## src/hw/rtl/gbi_pkg.sv

```systemverilog
// Shared types, constants and codes of the grid bilinear interpolator.
package gbi_pkg;

    // Default sizes for the top-level parameters.
    localparam int MAX_ROWS_DEF    = 64;
    localparam int MAX_COLS_DEF    = 64;
    localparam int COORD_WIDTH_DEF = 32;

    // Fixed field widths.
    localparam int LOAD_IDX_W = 6;
    localparam int SAMPLE_W   = 32;
    localparam int RES_W      = 31;
    localparam int CFG_W      = 7;
    localparam int CFG_IDX_W  = 1;

    // Fraction bits of the interpolation weights.
    localparam int FRAC_BITS = 16;

    // Accumulator for the four weighted corners, and the rounding position.
    localparam int ACC_W     = 66;
    localparam int RND_SHIFT = 32;

    localparam logic [RES_W-1:0] RES_ONE     = 31'd1;
    localparam logic [RES_W-1:0] RES_MAX     = 31'h7FFF_FFFF;
    localparam logic [RES_W-1:0] RES_DEFAULT = 31'd65536;

    // Request codes.
    localparam logic OP_LOAD  = 1'b0;
    localparam logic OP_QUERY = 1'b1;

    // Configuration register indexes.
    localparam logic [CFG_IDX_W-1:0] CFG_ROWS = 1'b0;
    localparam logic [CFG_IDX_W-1:0] CFG_COLS = 1'b1;

    typedef enum logic [1:0] {
        ADDR_FIRST,
        ADDR_LAST,
        ADDR_NEXT
    } t_addr_sel;

    typedef enum logic [1:0] {
        LO_HOLD,
        LO_FIRST,
        LO_DATA
    } t_lo_src;

    typedef enum logic [1:0] {
        IDX_HOLD,
        IDX_CLR,
        IDX_INC
    } t_idx_op;

    typedef enum logic {
        AXIS_X,
        AXIS_Y
    } t_axis;

    // Corner order: (low x, low y), (high x, low y), (high x, high y), (low x, high y).
    typedef enum logic [1:0] {
        CORNER_LL,
        CORNER_HL,
        CORNER_HH,
        CORNER_LH
    } t_corner;

    typedef struct packed {
        logic      capture;
        t_addr_sel addr_sel;
        t_axis     axis;
        logic      take_first;
        logic      set_inside;
        t_lo_src   lo_src;
        t_idx_op   idx_op;
        logic      div_start;
        logic      frac_store;
        logic      mac_clr;
        logic      mac_issue;
        t_corner   corner;
        logic      round;
        logic      out_load;
    } t_cmd;

    typedef struct packed {
        logic in_grid;
        logic stop;
        logic div_done;
    } t_sts;

endpackage

```

## src/hw/rtl/gbi_ctrl.sv

```systemverilog
// Controller: sequences bounds check, axis searches, divisions and corner blend.
module gbi_ctrl (
    input  logic          i_clk,
    input  logic          i_rst_n,
    input  logic          i_req_valid,
    input  logic          i_req_opcode,
    input  logic          i_res_ready,
    input  gbi_pkg::t_sts i_sts,
    output gbi_pkg::t_cmd o_cmd,
    output logic          o_req_ready,
    output logic          o_res_valid
);
    import gbi_pkg::*;

    typedef enum logic [3:0] {
        S_IDLE,
        S_BND0,
        S_BND1,
        S_BND2,
        S_XSRCH,
        S_XDIV,
        S_YBEGIN,
        S_YSRCH,
        S_YDIV,
        S_MAC,
        S_ROUND,
        S_FIN
    } t_state;

    localparam logic [2:0] MAC_CORNERS = 3'd4;
    localparam logic [2:0] MAC_LAST    = 3'd5;

    t_state     r_state;
    t_state     n_state;
    logic [2:0] r_k;
    logic [2:0] n_k;
    logic       r_res_valid;

    always_comb begin
        n_state = r_state;
        n_k     = r_k;
        o_cmd   = '0;
        unique case (r_state)
            S_IDLE: begin
                if (i_req_valid && (i_req_opcode == OP_QUERY)) begin
                    o_cmd.capture = 1'b1;
                    n_state       = S_BND0;
                end
            end
            S_BND0: begin
                o_cmd.addr_sel = ADDR_FIRST;
                n_state        = S_BND1;
            end
            S_BND1: begin
                o_cmd.addr_sel   = ADDR_LAST;
                o_cmd.take_first = 1'b1;
                n_state          = S_BND2;
            end
            S_BND2: begin
                o_cmd.set_inside = 1'b1;
                o_cmd.axis       = AXIS_X;
                if (i_sts.in_grid) begin
                    o_cmd.addr_sel = ADDR_NEXT;
                    o_cmd.idx_op   = IDX_INC;
                    o_cmd.lo_src   = LO_FIRST;
                    n_state        = S_XSRCH;
                end else begin
                    n_state = S_FIN;
                end
            end
            S_XSRCH, S_YSRCH: begin
                o_cmd.axis = (r_state == S_XSRCH) ? AXIS_X : AXIS_Y;
                if (i_sts.stop) begin
                    o_cmd.div_start = 1'b1;
                    o_cmd.idx_op    = IDX_CLR;
                    n_state         = (r_state == S_XSRCH) ? S_XDIV : S_YDIV;
                end else begin
                    o_cmd.lo_src   = LO_DATA;
                    o_cmd.idx_op   = IDX_INC;
                    o_cmd.addr_sel = ADDR_NEXT;
                end
            end
            S_XDIV: begin
                o_cmd.axis = AXIS_X;
                if (i_sts.div_done) begin
                    o_cmd.frac_store = 1'b1;
                    n_state          = S_YBEGIN;
                end
            end
            S_YBEGIN: begin
                o_cmd.axis     = AXIS_Y;
                o_cmd.addr_sel = ADDR_NEXT;
                o_cmd.idx_op   = IDX_INC;
                o_cmd.lo_src   = LO_FIRST;
                n_state        = S_YSRCH;
            end
            S_YDIV: begin
                o_cmd.axis = AXIS_Y;
                if (i_sts.div_done) begin
                    o_cmd.frac_store = 1'b1;
                    o_cmd.mac_clr    = 1'b1;
                    n_k              = '0;
                    n_state          = S_MAC;
                end
            end
            S_MAC: begin
                o_cmd.mac_issue = (r_k < MAC_CORNERS);
                o_cmd.corner    = t_corner'(r_k[1:0]);
                n_k             = r_k + 3'd1;
                if (r_k == MAC_LAST) begin
                    n_state = S_ROUND;
                end
            end
            S_ROUND: begin
                o_cmd.round = 1'b1;
                n_state     = S_FIN;
            end
            S_FIN: begin
                if (!r_res_valid || i_res_ready) begin
                    o_cmd.out_load = 1'b1;
                    n_state        = S_IDLE;
                end
            end
            default: begin
                n_state = S_IDLE;
            end
        endcase
    end

    always_ff @(posedge i_clk) begin
        if (!i_rst_n) begin
            r_state     <= S_IDLE;
            r_k         <= '0;
            r_res_valid <= 1'b0;
        end else begin
            r_state <= n_state;
            r_k     <= n_k;
            if (o_cmd.out_load) begin
                r_res_valid <= 1'b1;
            end else if (i_res_ready) begin
                r_res_valid <= 1'b0;
            end
        end
    end

    assign o_req_ready = (r_state == S_IDLE);
    assign o_res_valid = r_res_valid;
endmodule

```

## config.mk

```make
export PLATFORM = sky130hd
export DESIGN_NAME = gbi_ctrl
export DESIGN_NICKNAME = d
export VERILOG_FILES = /design/src/hw/rtl/gbi_pkg.sv /design/src/hw/rtl/gbi_ctrl.sv
export SDC_FILE = /design/constraint.sdc
export NUM_CORES = 1
export LEC_CHECK = 0
export BUFFER_PORTS_ARGS = -buffer_cell sky130_fd_sc_hd__buf_2
export CORE_MARGIN = 3
export CORE_UTILIZATION = 30
export CTS_CLUSTER_DIAMETER = 150
export DETAILED_ROUTE_END_ITERATION = 10
export PLACE_DENSITY = 0.58
export SLEW_MARGIN = 20
export SYNTH_ARGS = -nofsm -noshare
export SYNTH_HDL_FRONTEND = slang
export SYNTH_SLANG_ARGS = --single-unit
```

## constraint.sdc

```tcl
create_clock -name i_clk -period 1.9 [get_ports i_clk]
set_input_delay 0.285 -clock i_clk [delete_from_list [all_inputs] [get_ports i_clk]]
set_output_delay 0.285 -clock i_clk [all_outputs]
set_load 0.01 [all_outputs]
```

After elaboration in Yosys (flattened, before gate mapping)
Index checks and enable logic that the tools add are counted.
W data, S select, Z words.
{ "totals": {"ff_bits": 8, "out_inout_bits": 20} }
{ "op_classes": {"n_addsub": 1, "magnitude_cmp": 1, "n_eq_ne": 18, "muxes": 35, "reduce_logical": 10} }
{ "op_table": {"columns": ["operator", "n"], "rows": [
  ["$pmux W4 S11", 1],
  ["$mux W4", 8],
  ["$eq A4 B3 Y1 const B", 4],
  ["$eq A4 B4 Y1 const B", 4],
  ["$mux W1", 14],
  ["$pmux W4 S3", 1],
  ["$ne A2 B2 Y1 const B", 5],
  ["$mux W3", 3],
  ["$eq A4 B2 Y1 const B", 2],
  ["$mux W2", 4],
  ["$pmux W2 S4", 1],
  ["$pmux W3 S2", 1],
  ["$reduce_and A6 Y1", 1],
  ["$eq A4 B1 Y1 const B", 1],
  ["$logic_not A4 Y1", 1],
  ["$pmux W1 S2", 2],
  ["$reduce_bool A2 Y1", 2],
  ["$reduce_or A2 Y1", 2],
  ["$add A3 B1 Y3 const B", 1],
  ["$eq A3 B3 Y1 const B", 1],
  ["$lt A3 B3 Y1 const B", 1],
  ["$ne A2 B1 Y1 const B", 1],
  ["$reduce_and A2 Y1", 1],
  ["$logic_and A1 B1 Y1", 1],
  ["other kinds (2)", 2]
]} }

Logic depth before layout (Yosys ltp)
Gate-level depths: netlist (run 1).
{ "logic_depth": {"word_depth": 5, "depth_mapped": 6, "mapped_depth_nobuf": 6} }

Least setup slack after synthesis (run 1)
Ideal clock, no wire load.
{ "synth_path": {"path_kind": "register to output", "startpoint": "register r_state[0]", "endpoint": "output o_cmd[16] (netlist name)", "arrival_time_ps": 1317, "required_ps": 1615, "setup_slack_ps": 298, "path_stages_with_launch": 6, "cell_sequence": "dfxtp_1 buf_2 and2_1 buf_1 o21ai_0 o32ai_1"} }
{ "synth_rtl": {"columns": ["element", "line_no", "text"], "rows": [
  ["from (decl)", "gbi_ctrl.sv:33", "t_state r_state;"],
  ["from (signal assigned)", "gbi_ctrl.sv:136", "r_state <= n_state;"],
  ["to (decl)", "gbi_ctrl.sv:9", "output gbi_pkg::t_cmd o_cmd,"]
]} }

==> parameters.txt, run 1 <==
Parameter                              Value

Power and ir drop
  Tot Pwr ... 886 uW
  Static leakage ... around 0.45 nW
  Max IR drop VDD ... 0.000431 V
  Power density relative to cell area ... between 900 and 1000 nW/um^2

GRT
  Number of global-route vias before repair ... ~700
  Remaining global-route overflow ... 0
  Antenna violations before repair ... 0
  Wire length of the first global-routing pass ... ~2.9 mm
  Largest net degree at the start of global routing ... 15
  GRT Resource Usage Total ... 0.126

CTS
  Later-pin clock latency in the skew report ... 0.25 ns
  CTS Root Cell ... clkbuf_4
  Number of levels in the clock H-tree ... 1
  Total clock buffers created by CTS ... 3
  Clk sinks ... 8
  Worst-case clock buffer depth ... 2
  TritonCTS clock tree ... yes
  Post-CTS clock slew at the launch and capture registers of the worst setup and hold paths ... ~0.060 ns
  CTS Hold Buffers Added ... 0

Finish
  Top library cells by usage in the layout, fill and taps aside ... buf_2 (27), nor2_1 (10), nand2_1 (7)
  Ratio of cells with drive above 1 in the final layout ... 0.358
  Final instance count without filler cells ... between 150 and 200
  N_diodes ... 0
  Most common cell after layout, fill and taps aside ... buf_2
  Fillers ... approximately 240
  Number of nets in the finished design ... 135
  Post-synthesis to final-layout area growth ... 28.4%

Route
  First-pass detailed-route iteration total ... 4
  Average vias per placed instance ... between 5 and 6
  Total wire length ... about 1.8 mm
  Number of vias after detailed routing ... around 780
  Final routed DRC violation total ... 0
  Post-detailed-route count of antenna-violating nets ... 0
  First DRT Iteration DRCs ... 13
  Detailed-route wire length per cell ... approximately 12 um

Placement
  Count of port buffers added during placement ... 27
  Cell Count Post-Placement ... between 100 and 150
  Final HPWL from detailed placement ... between 1 and 1.5 mm
  Final GP Congestion ... approximately 0.74

Synthesis
  Post-synthesis sequential element count ... 8
  Count of different cell masters after synthesis ... 36
  Net count after synthesis ... around 110
  Mean area per synthesized cell ... ~7.5 um^2
  Syn. warnings ... 0
  Post-synthesis cell area ... 726 um^2
  Number of instances in the synthesized netlist ... 97
  Sequential cell area fraction in the yosys report ... 0.221

Critical path
  Start of the worst register-to-register path ... r_state[3]$_SDFFE_PN0P_
  CP Buf/Inv Count ... 1
  Critical path fanouts, max ... 12
  Critical register-to-register path endpoint ... r_state[1]$_SDFFE_PN0P_
  Capturing element type of the critical path ... primary output
  Cells traversed along the worst timing path ... or4b_1 > nand2_1 > buf_2
  Slowest cell on crit path ... dfxtp_1
  Data required time of the worst path ... between 1.5 and 2 ns
  Kind of critical path ... register to primary output
  Number of cell instances on the worst register-to-register path ... 4
  Slowest stage delay, CP ... between 0.5 and 0.6 ns
  Nature of the critical path startpoint ... register
  Arrival time of data at the critical path endpoint ... 1.52 ns
  Reg-to-reg slack, setup ... approximately 0.13 ns
  Family of cells with the greatest summed delay on the critical path ... simple AND/OR/NAND/NOR gates

STA
  Upper clock frequency limit ... 554 MHz
  Number of hold violations in the final report ... 0
  Period Utilization, post-route ... 0.951
  Slew @ Worst Pin ... 0.404 ns
  Setup Skew ... between 0.006 and 0.007 ns
  Post-route setup TNS ... 0 ns
  Max-slew violation total from the final report ... 0
  Slew Limit Headroom ... 0.731
  Minimum clock period ... 1.81 ns
  Final setup violation count ... 0

Die
  Die Outline Area ... 3050 um^2
  Height of the die ... about 55 um
  I/O pin count ... 28
  Total core area ... ~2300 um^2
  Die extent in x ... between 50 and 60 um
  Starting density of the core ... 0.322
  Row count ... 17

Worst hold path
  Hold path cells ... 2
  Hold path start ... i_rst_n
  Min-delay worst type ... primary input to register
  Hold Path Sink ... r_state[2]$_SDFFE_PN0P_

Status
  Run status ... finished, final reports clean

Job
  Number of violations of the max-capacitance limit ... 0
[repair_timing]
item                                    4_1_cts  5_1_grt
endpoints found under the setup margin        4        5
hold endpoints to repair                      0        0
cloned                                        0        0
resized for setup                             2        5
buffers inserted                              0        0
[sequential cells by signal (all words and copies together), names as in the netlist]
register and flops:
o_res_valid 1, r_k 3, r_state 4
[logic make-up (layout without fill, tap and decap cells)]
group                      after synthesis  count (layout)  synth area share
DFF                                      8               8             0.221
AOI/OAI and AO/OA                       20              20             0.186
buffers and inverters                   13              39            0.0776
muxes                                    4               4            0.0552
and+or+nand+nor                         50              50             0.426
adders and majority gates                2               2            0.0345
[area by class of cell]
class / instances / area [um^2] / area share
Clock buffer: 3 / 22.5 / 0.0242
Sequential cell: 8 / 164 / 0.176
Timing Repair Buffer: 32 / 173 / 0.185
Multi-Input combinational cell: 76 / 523 / 0.561
Inverter: 4 / 15.0 / 0.0161
Tap cell: 28 / 35.0 / 0.0376
[layer usage]
| metal | global-route usage | vias to the layer above | part of all wire |
|---|---|---|---|
| li1 | - | 401 | - |
| met1 | 0.169 | 362 | 0.48 |
| met2 | 0.217 | 12 | 0.49 |
| met3 | 0.00804 | 0 | 0.030 |
| met4 | 0.0364 | 0 | 0 |
| met5 | 0 | - | 0 |
[Yosys cell counts (all sizes together)]
| cell type | number | area share |
|---|---|---|
| and3b | 3 | 0.036 |
| a21boi | 2 | 0.021 |
| o32ai | 2 | 0.024 |
| nor3b | 5 | 0.052 |
| a22o | 1 | 0.012 |
| nor3 | 2 | 0.014 |
| nor2 | 10 | 0.052 |
| or3b | 1 | 0.012 |
| mux2i | 4 | 0.055 |
| or4b | 1 | 0.014 |
| ha | 2 | 0.034 |
| o2bb2ai | 1 | 0.012 |
| inv | 4 | 0.021 |
| a211o | 1 | 0.012 |
| nor2b | 5 | 0.043 |
| o21ai | 6 | 0.041 |
| nor4 | 1 | 0.0086 |
| buf | 6 | 0.041 |
| o221a | 1 | 0.016 |
| a21oi | 4 | 0.028 |
| nand4bb | 1 | 0.016 |
| or2 | 1 | 0.0086 |
| dfxtp | 8 | 0.22 |
| nand4b | 2 | 0.024 |
| o22ai | 1 | 0.0086 |
| clkbuf | 3 | 0.016 |
| and2 | 1 | 0.0086 |
| and4b | 1 | 0.014 |
| nand2b | 3 | 0.026 |
| nand2 | 7 | 0.036 |
| and3 | 3 | 0.026 |
| nand3b | 3 | 0.036 |
| a32oi | 1 | 0.012 |
[per-stage QoR]
stage          hold slack (ns)   util  setup WS, ns  area (um^2)
2_1_floorplan            0.461      -         0.298          726
3_3_place_gp             0.496  0.396         0.221          892
3_5_place_dp             0.514  0.396         0.223          892
4_1_cts                  0.356  0.406        0.0744          916
5_1_grt                  0.364  0.413      -0.00205          932
6_report                 0.363  0.413        0.0938          932
[worst register-to-register path: cells and delay by family, from the launching register on]
family / cells / cell delay (ns)
AO/OA/AOI/OAI: 1 / 0.21
flip-flops: 1 / 0.56
multiplexers: 1 / 0.19
AND/OR/NAND/NOR: 2 / 0.73
[report_power, final]
group | switching, mW | internal [mW]
sequential | 0.0795 | 0.200
combinational | 0.237 | 0.238
clock | 0.0585 | 0.0724
total | 0.375 | 0.510
[how the worst max path moves through the flow]
| stage | from | to | slack, ns | cells after the start |
|---|---|---|---|---|
| final | r_state[3]$_SDFFE_PN0P_ | o_cmd[14] | 0.09 | 3 |
| after global routing | r_state[3]$_SDFFE_PN0P_ | r_state[0]$_SDFFE_PN0P_ | -0.002 | 4 |
| after CTS | r_state[0]$_SDFFE_PN0P_ | o_cmd[17] | 0.07 | 4 |
| after detailed placement | r_state[2]$_SDFFE_PN0P_ | o_cmd[16] | 0.22 | 4 |
| after global placement | r_state[3]$_SDFFE_PN0P_ | r_state[1]$_SDFFE_PN0P_ | 0.22 | 4 |
| after floorplan | r_state[0]$_SDFFE_PN0P_ | o_cmd[16] | 0.30 | 5 |
(Power assumes the default switching activity.)
==> run 2, diff against run 1 <==
--- a/config.mk
+++ b/config.mk
@@ -5,6 +5,7 @@
 export SDC_FILE = /design/constraint.sdc
 export NUM_CORES = 1
 export LEC_CHECK = 0
+export ABC_AREA = 1
 export BUFFER_PORTS_ARGS = -buffer_cell sky130_fd_sc_hd__buf_2
 export CORE_MARGIN = 3
 export CORE_UTILIZATION = 30
==> run 2 against run 1 <==
Clock power about the same. Sequential share of layout area up 1.2 points. Non-clock buffer count down 5. Sequential cell count unchanged. Routed wire length down 2.4%. Sequential power down 17%. Synthesized area down 5.5%. Total power down 14%. Count of clock-buffer cells in the layout unchanged. Hold slack worse by 0.024 ns. Cell count up 11%. Critical endpoint is now o_cmd[16].
==> parameters.txt, run 2 <==
Parameter                              Value

Status
  Run status ... finished, final reports clean

Synthesis
  Dominant cells by area after synthesis ... dfxtp_1 (23%), nand2_1 (15%), nor2_1 (9.9%), nand3_1 (8.8%), inv_1 (6.6%)
  Sequential cell area fraction in the yosys report ... 0.234
  Count of different cell masters after synthesis ... 21
  Post-synthesis sequential element count ... 8
  Net count after synthesis ... between 100 and 150
  Synth Flop Type ... dfxtp_1
  Area share of the leading cell type in the synthesized netlist ... 0.234
  Cell with the most instances after synthesis ... nand2_1
  Syn. warnings ... 0
  Async set or reset register ratio after synthesis ... 0
  Mean area per synthesized cell ... around 6 um^2
  Number of instances in the synthesized netlist ... about 110
  Cell type with the highest aggregate area in the netlist ... dfxtp_1
  Ranking of synthesized cells by instance count ... nand2_1 (27), nor2_1 (18), inv_1 (12), nand3_1 (12)
  Post-synthesis cell area ... approximately 690 um^2
  Number of enable flip-flop cells after synthesis ... 0

CTS
  Post_cts resized ... 0
  CTS Root Cell ... clkbuf_4
  Clk sinks ... 8
  CTS Hold Buffers Added ... 0
  Worst-case clock buffer depth ... 2
  TritonCTS clock tree ... yes
  Later-pin clock latency in the skew report ... 0.25 ns
  Post-CTS clock slew at the launch and capture registers of the worst setup and hold paths ... 0.06 ns
  Total clock buffers created by CTS ... 3
  Number of buffers inserted to repair setup after CTS ... 0
  Number of levels in the clock H-tree ... 1

STA
  Hold slack final ... approximately 0.34 ns
  Number of hold violations in the final report ... 0
  Setup Skew ... ~0.0073 ns
  Final setup violation count ... 0
  Period Utilization, post-route ... 0.926
  Slew @ Worst Pin ... about 0.28 ns
  Slew Limit Headroom ... 0.811
  Upper clock frequency limit ... 568 MHz
  Minimum clock period ... 1.76 ns
  Post-route setup TNS ... 0 ns
  Max-slew violation total from the final report ... 0
  RSZ-0062 raised after global routing ... false

Route
  First-pass detailed-route iteration total ... 4
  Detailed-route wire length per cell ... ~10 um
  First DRT Iteration DRCs ... 12
  Number of vias after detailed routing ... between 700 and 800
  Post-detailed-route count of antenna-violating nets ... 0
  Average vias per placed instance ... 4.58
  Final routed DRC violation total ... 0
  Total wire length ... roughly 1.8 mm

Critical path
  Slowest cell on crit path ... dfxtp_1
  Kind of critical path ... register to primary output
  Start of the worst register-to-register path ... r_state[0]$_SDFFE_PN0P_
  Cells traversed along the worst timing path ... inv_2 > nand2_1 > nor2_1 > nand2_1 > nand2_1 > or2_1 > buf_2
  Data required time of the worst path ... around 1.6 ns
  Capturing element type of the critical path ... primary output
  Critical path fanouts, max ... 5
  Critical path destination ... o_cmd[16]
  Critical register-to-register path endpoint ... r_k[0]$_SDFFE_PN0P_
  Start point of the critical path ... r_state[2]$_SDFFE_PN0P_
  Nature of the critical path startpoint ... register
  Cell mode on critical path ... nand2_1
  Reg-to-reg slack, setup ... between 0.5 and 0.6 ns
  Number of cell instances on the worst register-to-register path ... 7
  Slowest stage delay, CP ... roughly 0.43 ns
  Arrival time of data at the critical path endpoint ... between 1 and 1.5 ns

Power and ir drop
  Static leakage ... between 0.4 and 0.5 nW
  Tot Pwr ... 762 uW
  Power density relative to cell area ... 881 nW/um^2
  Max IR drop VDD ... between 0.0004 and 0.0005 V

Die
  Height of the die ... 53.8 um
  Row count ... 16
  Die extent in x ... 53.8 um
  Starting density of the core ... 0.333
  Total core area ... 2060 um^2
  I/O pin count ... 28
  Die Outline Area ... 2890 um^2

Finish
  N_diodes ... 0
  Ratio of cells with drive above 1 in the final layout ... 0.326
  Fillers ... around 230
  Multi-input logic area ... approximately 450 um^2
  Number of nets in the finished design ... about 150
  Storage element area ... roughly 160 um^2
  Largest register FFs ... 4
  Largest Register ... r_state
  Top library cells by usage in the layout, fill and taps aside ... nand2_1 (27), buf_2 (27), nor2_1 (18), inv_1 (12), nand3_1 (12)
  Post-synthesis to final-layout area growth ... 26.1%
  Final standard cell area without fillers ... about 860 um^2

GRT
  Wire length of the first global-routing pass ... about 2.9 mm
  GRT Resource Usage Total ... 0.139
  Antenna violations before repair ... 0
  Largest net degree at the start of global routing ... 10
  Remaining global-route overflow ... 0
  Number of global-route vias before repair ... 722

Placement
  Cell area reported after detailed placement ... ~840 um^2
  Final GP Congestion ... roughly 0.84
  Count of port buffers added during placement ... 27
  Final HPWL from detailed placement ... about 1.4 mm

Worst hold path
  Min-delay worst type ... primary input to register

Job
  Number of violations of the max-capacitance limit ... 0
-- run 2: worst min-delay path by stage --
stage | startpoint | to | slack (ns) | cells after the start
floorplan | r_k[1]$_SDFFE_PN0P_ | r_k[1]$_SDFFE_PN0P_ | 0.46 | 2
global placement | r_k[1]$_SDFFE_PN0P_ | r_k[1]$_SDFFE_PN0P_ | 0.47 | 2
CTS | i_res_ready | o_res_valid$_SDFFE_PN0P_ | 0.33 | 4
detailed placement | r_k[1]$_SDFFE_PN0P_ | r_k[1]$_SDFFE_PN0P_ | 0.48 | 2
finish | i_res_ready | o_res_valid$_SDFFE_PN0P_ | 0.34 | 4
global route | i_res_ready | o_res_valid$_SDFFE_PN0P_ | 0.36 | 4
-- run 2: where the power goes --
| group | internal (mW) | total (mW) | switching, mW |
|---|---|---|---|
| registers | 0.192 | 0.232 | 0.0399 |
| clock network | 0.0724 | 0.131 | 0.0587 |
| logic | 0.143 | 0.398 | 0.255 |
| total | 0.408 | 0.762 | 0.354 |
-- run 2: metrics by stage --
step / utilization / std cells / setup WS (ns)
after floorplan: - / 113 / 0.438
after global placement: 0.407 / 165 / 0.442
after detailed placement: 0.407 / 165 / 0.354
after CTS: 0.418 / 168 / 0.0724
after global routing: 0.419 / 168 / 0.0216
final: 0.419 / 168 / 0.140
-- run 2: cell families (layout without fill, tap and decap cells) --
logic type / Yosys count / in the layout / synth area share
xor gates and xnor gates: 1 / 1 / 0.0128
DFF: 8 / 8 / 0.234
adders and majority gates: 2 / 2 / 0.0365
and+or+nand+nor: 72 / 72 / 0.509
AOI/OAI and AO/OA: 12 / 12 / 0.0985
buffers and inverters: 18 / 46 / 0.109
-- run 2: worst max-delay path, delay by kind of cell (launching register included) --
kind,cells,cell delay [ns]
AND/OR/NAND/NOR,5,0.58
flip-flops,1,0.43
buffers and inverters,2,0.23
-- run 2: area by class of cell --
cell class,count,share of cell area
multi-input combinational,87,0.521
sequential,8,0.188
timing repair buffer,27,0.156
inverter,16,0.0695
tap,27,0.0391
clock buffer,3,0.0260
-- run 2: per-layer routing --
metal  up-vias  wire (um)  GRT usage  share of wire
met5         -          0          0              0
met4         0         23     0.0936          0.013
met3         2        131     0.0249          0.074
met2        25        794      0.222           0.45
met1       331        811      0.168           0.46
li1        411          -          -              -
